## config.mk

```make
export PLATFORM = sky130hd
export DESIGN_NAME = sparse_triplet_merge_add_top
export DESIGN_NICKNAME = d
export VERILOG_FILES = /design/src/design/stma_pkg.sv /design/src/design/stma_ctrl.sv /design/src/design/stma_dpath.sv /design/src/design/sparse_triplet_merge_add_top.sv
export SDC_FILE = /design/constraint.sdc
export NUM_CORES = 2
export LEC_CHECK = 0
export ABC_AREA = 1
export BUFFER_PORTS_ARGS = -buffer_cell sky130_fd_sc_hd__buf_4
export CAP_MARGIN = 15
export CELL_PAD_IN_SITES_DETAIL_PLACEMENT = 0
export CELL_PAD_IN_SITES_GLOBAL_PLACEMENT = 2
export CORE_MARGIN = 2
export CORE_UTILIZATION = 45
export CTS_CLUSTER_SIZE = 40
export DETAILED_ROUTE_END_ITERATION = 10
export HOLD_SLACK_MARGIN = 0.02
export PLACE_DENSITY_LB_ADDON = 0.1
export SLEW_MARGIN = 30
export SYNTH_ARGS = -nofsm -noshare
export SYNTH_HDL_FRONTEND = slang
export SYNTH_SLANG_ARGS = --single-unit
```

## constraint.sdc

```tcl
create_clock -name clk_i -period 6.2 [get_ports clk_i]
set_input_delay 0.93 -clock clk_i [delete_from_list [all_inputs] [get_ports clk_i]]
set_output_delay 0.93 -clock clk_i [all_outputs]
set_load 0.02 [all_outputs]
```

## src/design/stma_pkg.sv

```systemverilog
// ----------------------------------------------------------------------------
// stma_pkg
// Shared types and constants for the sparse triplet merge-add block.
// ----------------------------------------------------------------------------
`default_nettype none

package stma_pkg;

  localparam int unsigned StmaListDepth = 32;

  // Item kinds
  localparam logic [1:0] KIND_LOAD_A = 2'd0;
  localparam logic [1:0] KIND_LOAD_B = 2'd1;
  localparam logic [1:0] KIND_MERGE  = 2'd2;

  // Result source codes
  localparam logic [1:0] SRC_A   = 2'd0;
  localparam logic [1:0] SRC_B   = 2'd1;
  localparam logic [1:0] SRC_SUM = 2'd2;

  typedef struct packed {
    logic [1:0]         kind;
    logic [7:0]         row;
    logic [7:0]         col;
    logic signed [31:0] value;
  } in_item_t;

  typedef struct packed {
    logic [7:0]         row_res;
    logic [7:0]         col_res;
    logic signed [31:0] value_res;
    logic [1:0]         source;
    logic               last;
  } out_item_t;

  // One stored triplet
  typedef struct packed {
    logic [7:0]  row;
    logic [7:0]  col;
    logic [31:0] value;
  } entry_t;

  typedef enum logic [1:0] {
    ST_IDLE,
    ST_FETCH,
    ST_EMIT
  } state_e;

  // Controller -> datapath
  typedef struct packed {
    logic load_a;
    logic load_b;
    logic start;
    logic clr_counts;
    logic emit;
  } ctl_cmd_t;

  // Datapath -> controller
  typedef struct packed {
    logic lists_empty;
    logic out_free;
    logic emit_last;
  } dp_sts_t;

endpackage

`default_nettype wire

```

## src/design/stma_ctrl.sv

```systemverilog
// ----------------------------------------------------------------------------
// stma_ctrl
// Sequencer: takes loads in idle, then steps the merge fetch/emit loop.
// ----------------------------------------------------------------------------
`default_nettype none

module stma_ctrl
  import stma_pkg::*;
(
  input  wire logic       clk_i,
  input  wire logic       rst_ni,
  input  wire logic       in_valid_i,
  input  wire logic [1:0] in_kind_i,
  output logic            in_stall_o,
  input  wire dp_sts_t    sts_i,
  output ctl_cmd_t        cmd_o
);

  state_e state_q, state_d;
  logic   idle, merge_acc;

  always_ff @(posedge clk_i or negedge rst_ni) begin
    if (!rst_ni) begin
      state_q <= ST_IDLE;
    end else begin
      state_q <= state_d;
    end
  end

  assign idle      = (state_q == ST_IDLE);
  assign merge_acc = idle && in_valid_i && (in_kind_i == KIND_MERGE);

  always_comb begin
    state_d = state_q;
    unique case (state_q)
      ST_IDLE: begin
        if (merge_acc && !sts_i.lists_empty) state_d = ST_FETCH;
      end
      ST_FETCH: state_d = ST_EMIT;
      ST_EMIT: begin
        if (sts_i.out_free) state_d = sts_i.emit_last ? ST_IDLE : ST_FETCH;
      end
      default: state_d = ST_IDLE;
    endcase
  end

  always_comb begin
    in_stall_o        = !idle;
    cmd_o.load_a      = idle && in_valid_i && (in_kind_i == KIND_LOAD_A);
    cmd_o.load_b      = idle && in_valid_i && (in_kind_i == KIND_LOAD_B);
    cmd_o.start       = merge_acc;
    cmd_o.emit        = (state_q == ST_EMIT) && sts_i.out_free;
    cmd_o.clr_counts  = (merge_acc && sts_i.lists_empty) ||
                        (cmd_o.emit && sts_i.emit_last);
  end

endmodule

`default_nettype wire

```

## src/design/stma_dpath.sv

```systemverilog
// ----------------------------------------------------------------------------
// stma_dpath
// List memories, fill counts, merge cursors, key compare and result register.
// ----------------------------------------------------------------------------
`default_nettype none

module stma_dpath
  import stma_pkg::*;
#(
  parameter int unsigned LIST_DEPTH = StmaListDepth
) (
  input  wire logic     clk_i,
  input  wire logic     rst_ni,
  input  wire in_item_t in_data_i,
  input  wire ctl_cmd_t cmd_i,
  output dp_sts_t       sts_o,
  output logic          out_valid_o,
  input  wire logic     out_stall_i,
  output out_item_t     out_data_o
);

  localparam int unsigned CntW = $clog2(LIST_DEPTH + 1);
  localparam int unsigned IdxW = (LIST_DEPTH > 1) ? $clog2(LIST_DEPTH) : 1;
  localparam logic [CntW-1:0] CntFull = CntW'(LIST_DEPTH);

  entry_t mem_a [LIST_DEPTH];
  entry_t mem_b [LIST_DEPTH];
  entry_t rd_a_q, rd_b_q;
  entry_t wr_entry;

  logic [CntW-1:0] count_a_q, count_b_q;
  logic [CntW-1:0] i_q, j_q, i_d, j_d;
  logic            a_full, b_full, wr_a, wr_b;
  logic            a_has, b_has, a_lt, keys_eq;
  logic            adv_a, adv_b;
  logic [15:0]     key_a, key_b;
  logic            out_valid_q;
  out_item_t       out_q, res;

  assign wr_entry = '{row: in_data_i.row, col: in_data_i.col, value: in_data_i.value};
  assign a_full   = (count_a_q == CntFull);
  assign b_full   = (count_b_q == CntFull);
  assign wr_a     = cmd_i.load_a && !a_full;
  assign wr_b     = cmd_i.load_b && !b_full;

  always_ff @(posedge clk_i) begin
    if (wr_a) mem_a[count_a_q[IdxW-1:0]] <= wr_entry;
    if (wr_b) mem_b[count_b_q[IdxW-1:0]] <= wr_entry;
    rd_a_q <= mem_a[i_q[IdxW-1:0]];
    rd_b_q <= mem_b[j_q[IdxW-1:0]];
  end

  always_ff @(posedge clk_i or negedge rst_ni) begin
    if (!rst_ni) begin
      count_a_q <= '0;
      count_b_q <= '0;
    end else if (cmd_i.clr_counts) begin
      count_a_q <= '0;
      count_b_q <= '0;
    end else begin
      if (wr_a) count_a_q <= count_a_q + CntW'(1);
      if (wr_b) count_b_q <= count_b_q + CntW'(1);
    end
  end

  // Head compare; a cursor that has reached the count means that list is exhausted
  assign a_has   = (i_q < count_a_q);
  assign b_has   = (j_q < count_b_q);
  assign key_a   = {rd_a_q.row, rd_a_q.col};
  assign key_b   = {rd_b_q.row, rd_b_q.col};
  assign a_lt    = (key_a < key_b);
  assign keys_eq = (key_a == key_b);
  assign adv_a   = a_has && (!b_has || a_lt || keys_eq);
  assign adv_b   = b_has && (!a_has || !a_lt);
  assign i_d     = i_q + CntW'(adv_a);
  assign j_d     = j_q + CntW'(adv_b);

  always_comb begin
    res.row_res   = adv_a ? rd_a_q.row : rd_b_q.row;
    res.col_res   = adv_a ? rd_a_q.col : rd_b_q.col;
    res.value_res = rd_a_q.value;
    res.source    = SRC_A;
    if (adv_a && adv_b) begin
      res.value_res = rd_a_q.value + rd_b_q.value;
      res.source    = SRC_SUM;
    end else if (adv_b) begin
      res.value_res = rd_b_q.value;
      res.source    = SRC_B;
    end
    res.last = (i_d == count_a_q) && (j_d == count_b_q);
  end

  always_ff @(posedge clk_i or negedge rst_ni) begin
    if (!rst_ni) begin
      i_q <= '0;
      j_q <= '0;
    end else if (cmd_i.start) begin
      i_q <= '0;
      j_q <= '0;
    end else if (cmd_i.emit) begin
      i_q <= i_d;
      j_q <= j_d;
    end
  end

  always_ff @(posedge clk_i or negedge rst_ni) begin
    if (!rst_ni) begin
      out_valid_q <= 1'b0;
    end else if (cmd_i.emit) begin
      out_valid_q <= 1'b1;
    end else if (!out_stall_i) begin
      out_valid_q <= 1'b0;
    end
  end

  always_ff @(posedge clk_i) begin
    if (cmd_i.emit) out_q <= res;
  end

  assign out_valid_o       = out_valid_q;
  assign out_data_o        = out_q;
  assign sts_o.lists_empty = (count_a_q == '0) && (count_b_q == '0);
  assign sts_o.out_free    = !out_valid_q || !out_stall_i;
  assign sts_o.emit_last   = res.last;

endmodule

`default_nettype wire

```

## src/design/sparse_triplet_merge_add_top.sv

```systemverilog
// ----------------------------------------------------------------------------
// sparse_triplet_merge_add_top
// Adds two sparse matrices held as row-major (row, col, value) triplet lists.
// ----------------------------------------------------------------------------
// Load beats (kind A or B) are taken one per cycle while no merge runs and
// append a triplet to the chosen list; a load into a full list is dropped. A
// merge beat walks both lists head to head in row-then-column order and emits
// one result per entry, or one per pair where the keys match, summing values
// (wrapping at 32 bits) for such a pair; the final result carries last, and
// both lists are then emptied. Each result is a list read, then a compare and
// register, set by the registered read port of the list memories; in_stall_o
// stays high for the whole merge and any output stall in it. A merge of two
// empty lists is taken without a stall and emits nothing. The result register
// lets the next load be taken while the last result still waits downstream.
`default_nettype none

module sparse_triplet_merge_add_top
  import stma_pkg::*;
#(
  parameter int unsigned LIST_DEPTH = StmaListDepth
) (
  input  wire logic      clk_i,
  input  wire logic      rst_ni,
  input  wire logic      in_valid_i,
  output logic           in_stall_o,
  input  wire in_item_t  in_data_i,
  output logic           out_valid_o,
  input  wire logic      out_stall_i,
  output out_item_t      out_data_o
);

  ctl_cmd_t cmd;
  dp_sts_t  sts;

  stma_ctrl u_ctrl (
    .clk_i      (clk_i),
    .rst_ni     (rst_ni),
    .in_valid_i (in_valid_i),
    .in_kind_i  (in_data_i.kind),
    .in_stall_o (in_stall_o),
    .sts_i      (sts),
    .cmd_o      (cmd)
  );

  stma_dpath #(
    .LIST_DEPTH (LIST_DEPTH)
  ) u_dpath (
    .clk_i       (clk_i),
    .rst_ni      (rst_ni),
    .in_data_i   (in_data_i),
    .cmd_i       (cmd),
    .sts_o       (sts),
    .out_valid_o (out_valid_o),
    .out_stall_i (out_stall_i),
    .out_data_o  (out_data_o)
  );

endmodule

`default_nettype wire

```

==> Yosys cells after proc, flatten, opt, wreduce, memory -nomap -nowiden <==
Memory sizes are Yosys's and may differ from the RTL's. A register that Yosys moved wholly into a read port is not among the register bits.
Cells that the tools add are included.
W data, S select, Z words.
{ "word_totals": {"reg_bits": 78, "latchBits": 0, "ramBits": 3072, "mem_bits_ro": 0, "input_bits": 54, "out_inout_bits": 53, "word_cells": 92, "mem_count": 2} }
{ "mem_list": {"columns": ["name", "words", "word_bits", "rd", "rd_clocked_by_memory_dff", "wr", "line_no", "source"], "rows": [
  ["u_dpath.mem_a", 32, 48, 1, 1, 1, "stma_dpath.sv:26", "entry_t mem_a [LIST_DEPTH];"],
  ["u_dpath.mem_b", 32, 48, 1, 1, 1, "stma_dpath.sv:27", "entry_t mem_b [LIST_DEPTH];"]
]} }
{ "classes": {"n_addsub": 5, "mul": 0, "div_mod_pow": 0, "n_lt_le_gt_ge": 3, "eq_ne": 12, "n_shift": 0, "n_mux": 22, "n_bitwise": 0, "n_reduce_logical": 37} }
{ "op_table": {"columns": ["operator", "count"], "rows": [
  ["$mux W34", 2],
  ["$mux W6", 8],
  ["$add A32 B32 Y32", 1],
  ["$eq A16 B16 Y1", 1],
  ["$lt A16 B16 Y1", 1],
  ["$mux W8", 2],
  ["$logic_and A1 B1 Y1", 15],
  ["$add A6 B1 Y6", 2],
  ["$add A6 B1 Y6 const B", 2],
  ["$eq A6 B6 Y1", 2],
  ["$eq A6 B6 Y1 const B", 2],
  ["$logic_not A6 Y1", 2],
  ["$lt A6 B6 Y1", 2],
  ["$logic_not A1 Y1", 9],
  ["$mux W1", 7],
  ["$pmux W2 S3", 1],
  ["$reduce_bool A2 Y1", 3],
  ["$logic_or A1 B1 Y1", 5],
  ["$eq A2 B1 Y1 const B", 2],
  ["$eq A2 B2 Y1 const B", 2],
  ["$logic_not A2 Y1", 2],
  ["$mux W2", 2],
  ["$ne A2 B1 Y1 const B", 2],
  ["$ne A2 B2 Y1 const B", 1],
  ["$reduce_and A2 Y1", 1]
]} }

==> Depth between registers and ports, before layout <==
{ "logic_depth": {"ltp_word": 11, "mapped_depth": 25, "depth_no_buf": 24} }

==> Modules after synthesis <==
From an unflattened synthesis, not the netlist that was laid out.
{ "hier_totals": {"cells_unflattened": 9755, "area_unflattened_um2": 128640.9} }
{ "modules_own_cells": {"columns": ["module", "instances", "cells_per_inst", "area_per_inst_um2", "seq_area_each_um2"], "rows": [
  ["stma_dpath", 1, 9730, 128469.5, 96327.4],
  ["stma_ctrl", 1, 25, 171.4, 50.0]
]} }

==> Least setup slack after synthesis <==
No wires, ideal clock.
{ "synth_timing": {"kind": "input to register", "from": "input port in_valid_i", "to": "memory u_dpath.mem_a[23][0] (netlist bit) (enable)", "arrival_ps": 4914, "slack_ps": 773, "stages": 6, "path_buffers": 0, "path_cell_list": "nand3_1 nor3_1 nand2_1 nor2_1 nand2_1 nor3_1"} }
{ "synth_between": {"elab_chain_cells": 5} }
{ "synth_lines": {"columns": ["element", "line_no", "source"], "rows": [
  ["start, declared", "sparse_triplet_merge_add_top.sv:24", "input wire logic in_valid_i,"],
  ["$logic_and A1 B1 Y1 (2 in series)", "stma_ctrl.sv:49", "cmd_o.load_a = idle && in_valid_i && (in_kind_i == KIND_LOAD_A);"],
  ["$logic_and A1 B1 Y1", "stma_dpath.sv:43", "assign wr_a = cmd_i.load_a && !a_full;"],
  ["$mux W1", "stma_dpath.sv:47", "if (wr_a) mem_a[count_a_q[IdxW-1:0]] <= wr_entry;"],
  ["$mux W1 (not written as such)", "stma_dpath.sv:47", null],
  ["end, declared", "stma_dpath.sv:26", null]
]} }
Every way passes these cells.

==> Worst setup path after layout <==
{ "layout_timing": {"from": "register u_dpath.i_q[0]", "to": "register u_dpath.count_a_q[5]"} }
{ "layout_between": {"elab_chain_cells": 10} }
{ "layout_lines": {"columns": ["element", "line_no", "source"], "rows": [
  ["start, declared", "stma_dpath.sv:32", "logic [CntW-1:0] i_q, j_q, i_d, j_d;"],
  ["start signal, assigned", "stma_dpath.sv:101", "i_q <= i_d;"],
  ["$lt A6 B6 Y1", "stma_dpath.sv:67", "assign a_has = (i_q < count_a_q);"],
  ["$logic_not A1 Y1", "stma_dpath.sv:74", "assign adv_b = b_has && (!a_has || !a_lt);"],
  ["$logic_or A1 B1 Y1", "stma_dpath.sv:74", null],
  ["$logic_and A1 B1 Y1", "stma_dpath.sv:74", null],
  ["$add A6 B1 Y6", "stma_dpath.sv:76", "assign j_d = j_q + CntW'(adv_b);"],
  ["$eq A6 B6 Y1", "stma_dpath.sv:90", "res.last = (i_d == count_a_q) && (j_d == count_b_q);"],
  ["$logic_and A1 B1 Y1 *", "stma_dpath.sv:90", null],
  ["$logic_and A1 B1 Y1 *", "stma_ctrl.sv:54", "(cmd_o.emit && sts_i.emit_last);"],
  ["$logic_or A1 B1 Y1 *", "stma_ctrl.sv:53", "cmd_o.clr_counts = (merge_acc && sts_i.lists_empty) ||"],
  ["$mux W6 or $reduce_bool A2 Y1 (tied branches)", null, null],
  ["end signal, assigned", "stma_dpath.sv:61", "if (wr_a) count_a_q <= count_a_q + CntW'(1);"],
  ["end, declared", "stma_dpath.sv:31", "logic [CntW-1:0] count_a_q, count_b_q;"]
]} }
Mark *: on every way between the ends. The rest lies on a longest branch, timed or not.
A chain may end at the register's enable or synchronous reset.

==> run_results.csv <==
group,metric,value,unit
setup_path,crit_family,"simple AND/OR/NAND/NOR gates",
route,wl,413.5,mm
floorplanning,io_pins,107,
place,hpwl,220.9,mm
route,drtIter0Drc,8667,
sta,slew_headroom,24.55,%
power_and_ir_drop,power_frac_comb,29.3,%
sta,hold_violations,0,
setup_path,critical_path.max_fanout,68,
synth,synth.area.top_cells,"edfxtp_1 72%, nand2_1 5.4%, mux2i_1 3.6%",
synth,syn_area_per_cell,13.24,sq um
sta,rsz0062_at_grt,"no",
clock_tree,cts_inserted_buffers,346,
sta,finalCriticalPeriod,4.761,ns
global_routing,grt_overflow,0,
global_routing,grt_pass1_wl,585.3,mm
route,route.detailed.drc,0,
setup_path,cp.arrival,5.56,ns
route,firstDrtPassIters,6,
floorplanning,initial_utilization,45.12,%
run,maxCapViolCount,0,
synth,synth_top_area_share,72.33,%
final_layout,final_util,51.03,%
synth,netlist_instances,9793,
setup_path,critical_path_class,"reg2reg",
sta,finClkSkew,0.05678,ns
place,gp_congestion,0.8259,
setup_path,worst_path_max_delay_cell,"dfrtp_4",
synth,syn-cell-area,0.1297,sq mm
clock_tree,cts_tree,"yes",
setup_path,start_kind,"flop",
setup_path,end_kind,"flop",
floorplanning,dieArea,0.2924,sq mm
setup_path,critical-path-max-stage-delay,0.88,ns
synth,synth-seq-area-share,74.33,%
final_layout,syn2layout_area_growth,13.11,%
power_and_ir_drop,internal-power,42.70,mW
global_routing,antenna_found_initial,17,
synth,yosys-top-cells-count,"3123 x edfxtp_1, 1879 x nand2_1, 735 x o21ai_0",
sta,worstMarginPinSlew,1.132,ns
clock_tree,clk-insertion-delay-late,0.94,ns
power_and_ir_drop,cellPowerDensity,454.0,mW/mm^2
power_and_ir_drop,power_switching,23.87,mW
outcome,outcome,"complete, no violations",
route,vias_per_cell,5.830,
sta,max_freq,210.1,MHz
synth,synth_cell_types,47,
power_and_ir_drop,ir_drop,0.3842,mV
global_routing,grt_use_total,27.80,%
setup_path,crit_buf_inv,1,
synth,yosys_register_bits,3246,
sta,finalCritPeriodShare,76.78,%
setup_path,reg2reg_slack,1.44,ns
route,postRouteAntennaNets,0,
synth,ys.flop_type,"edfxtp_1",
clock_tree,cts_buffer_depth,4,
sta,drv_slew,0,
clock_tree,path_clk_slew,0.06,ns
power_and_ir_drop,p_clk_share,31.2,%
clock_tree,htree_levels,5,
place,place_ws,1.395,ns
place,place_inst,13270,
power_and_ir_drop,leakagePower,50.92,nW
setup_path,path_cells,"inv_8 > nand2_1 > nand2_1 > nand2_1 > nand2_2 > nand2_4 > o21bai_4 > nand2_2 > ha_1 > ha_1 > xor2_1 > nor2_1 > nand4_1 > nor2_1 > nand3_1 > nand2_2 > nor2_1",
floorplanning,die_x,540.8,microns
sta,tns,0,ns
synth,yosys.area.top_type,"edfxtp_1",
worst_hold_path,hold_class,"in2reg",
sta,setup_ws,1.439,ns
power_and_ir_drop,p_sw_share,35.86,%
setup_path,cp.required,7.00,ns
synth,synth.most_common_cell,"edfxtp_1",
final_layout,drive_above_1_share,9.025,%
synth,ys_warn_count,0,
global_routing,grt_start_max_net_pins,192,
synth,syn-num-nets,9917,
global_routing,grt_pass1_vias,78960,
clock_tree,cts_sinks,3246,
clock_tree,cts_setup_buffers,0,
synth,synth-edff-count,3123,
final_layout,nets,9967,
floorplanning,die_h,540.8,microns
route,routed-via-count,81240,
clock_tree,cts-root-buf,"clkbuf_16",
sta,finalSetupViolCount,0,
floorplanning,core-area,0.2874,sq mm
power_and_ir_drop,seq_power_share,39.4,%
final_layout,finalNonFillerCells,13940,
synth,ys_async_sr_fraction,0.8318,%
sta,holdWs,0.2448,ns
floorplanning,rows,197,
place,port_buffers,106,
route,post_drt_wl_per_cell,29.67,microns
[cells in the final DEF, fill, tap and decap left out, types with 7 or more instances in the layout]
master,n
clkinvlp_4,11
nand4_1,42
nand2_1,1878
clkinv_2,64
o22ai_1,344
xor2_1,17
o21ai_1,76
edfxtp_1,3123
nor2_1,657
buf_4,218
o21ai_0,735
dfrtp_1,20
clkbuf_16,355
clkbuf_1,80
dfrtp_4,7
nand3_1,400
dfxtp_1,96
nor2_4,64
inv_2,12
nor2_2,13
a21oi_1,507
o221ai_1,96
bufinv_16,28
buf_12,52
buf_16,7
o211ai_1,201
ha_1,69
inv_1,332
clkbuf_8,24
buf_6,7
diode_2,17
nor3_1,13
mux2i_1,462
clkinv_1,59
[what timing repair did]
item | CTS | global route
hold buffers | 1 | 0
hold endpoints to repair | 27 | 0
gates resized for setup | 0 | 0
[final timing paths]
path,depth (start not counted),endpoint,start
worst max-delay path,17,u_dpath.count_a_q[5],u_dpath.i_q[0]
worst min-delay path,3,u_dpath.out_valid_o,out_stall_i
worst max register to register,17,u_dpath.count_a_q[5],u_dpath.i_q[0]
worst min register to register,2,u_dpath.out_valid_o,u_dpath.out_valid_o
max in group asynchronous,2,u_dpath.i_q[0],rst_ni
min in group asynchronous,2,u_dpath.j_q[0],rst_ni
[area by class of cell]
class / instances / area (sq um)
Timing Repair Buffer: 285 / 2959
Tap cell: 3781 / 4731
Clock inverter: 184 / 1879
Sequential cell: 3246 / 96400
Inverter: 353 / 1381
Fill cell: 24510 / 140700
Clock buffer: 459 / 9514
Multi-Input combinational cell: 5611 / 29750
Antenna cell: 17 / 42.54
[layer usage]
metal	track usage, %	share of wire, %	vias to the layer above
met5	0	0.0073	-
li1	-	-	36010
met1	40.13	45	42050
met3	4.038	6.3	476
met4	6.534	2.4	4
met2	44.56	47	2695
[worst register-to-register path: stages (launching register included)]
cell and delay [ns]:
dfrtp_4 0.88, inv_8 0.30, nand2_1 0.16, nand2_1 0.06, nand2_1 0.10, nand2_2 0.08
nand2_4 0.13, o21bai_4 0.36, nand2_2 0.59, ha_1 0.43, ha_1 0.32, xor2_1 0.17
nor2_1 0.13, nand4_1 0.16, nor2_1 0.21, nand3_1 0.12, nand2_2 0.36, nor2_1 0.07
[per-stage QoR]
step / total power, mW / cell area (sq um)
floorplan: 38.28 / 129700
global placement: 46.20 / 134900
detailed placement: 46.22 / 135100
CTS: 66.96 / 146500
global route: 69.58 / 146600
finish: 66.58 / 146700
[cell families (layout without fill, tap and decap cells)]
group,count (synthesis),count (layout),share of synthesized area [%]
muxes,462,462,3.567
DFF,3246,3246,74.33
AOI/OAI and AO/OA,1964,1964,8.598
adders and majority gates,70,70,0.6813
buffers and inverters,936,1281,3.117
xor gates and xnor gates,21,21,0.1418
other,0,17,0
and+or+nand+nor,3094,3094,9.567
[registers in the layout, summed over array words and instances (netlist names)]
register and cells:
u_ctrl.state_q 2, u_dpath.count_a_q 6, u_dpath.count_b_q 6, u_dpath.i_q 6, u_dpath.j_q 6, u_dpath.key_a 16, u_dpath.key_b 16, u_dpath.mem_a 1536
u_dpath.mem_b 1536, u_dpath.out_data_o 51, u_dpath.out_valid_o 1, u_dpath.rd_a_q 32, u_dpath.rd_b_q 32
[power by group through the flow]
stage               sequential, mW  clock (mW)  combinational [mW]
finish                        26.3        20.8                19.5
global route                  26.3        22.0                21.4
CTS                           26.3        21.1                19.5
detailed placement            26.7           0                19.5
global placement              26.7           0                19.5
floorplan                     26.0           0                12.3
Note: power is estimated with default switching activity, not from simulation.
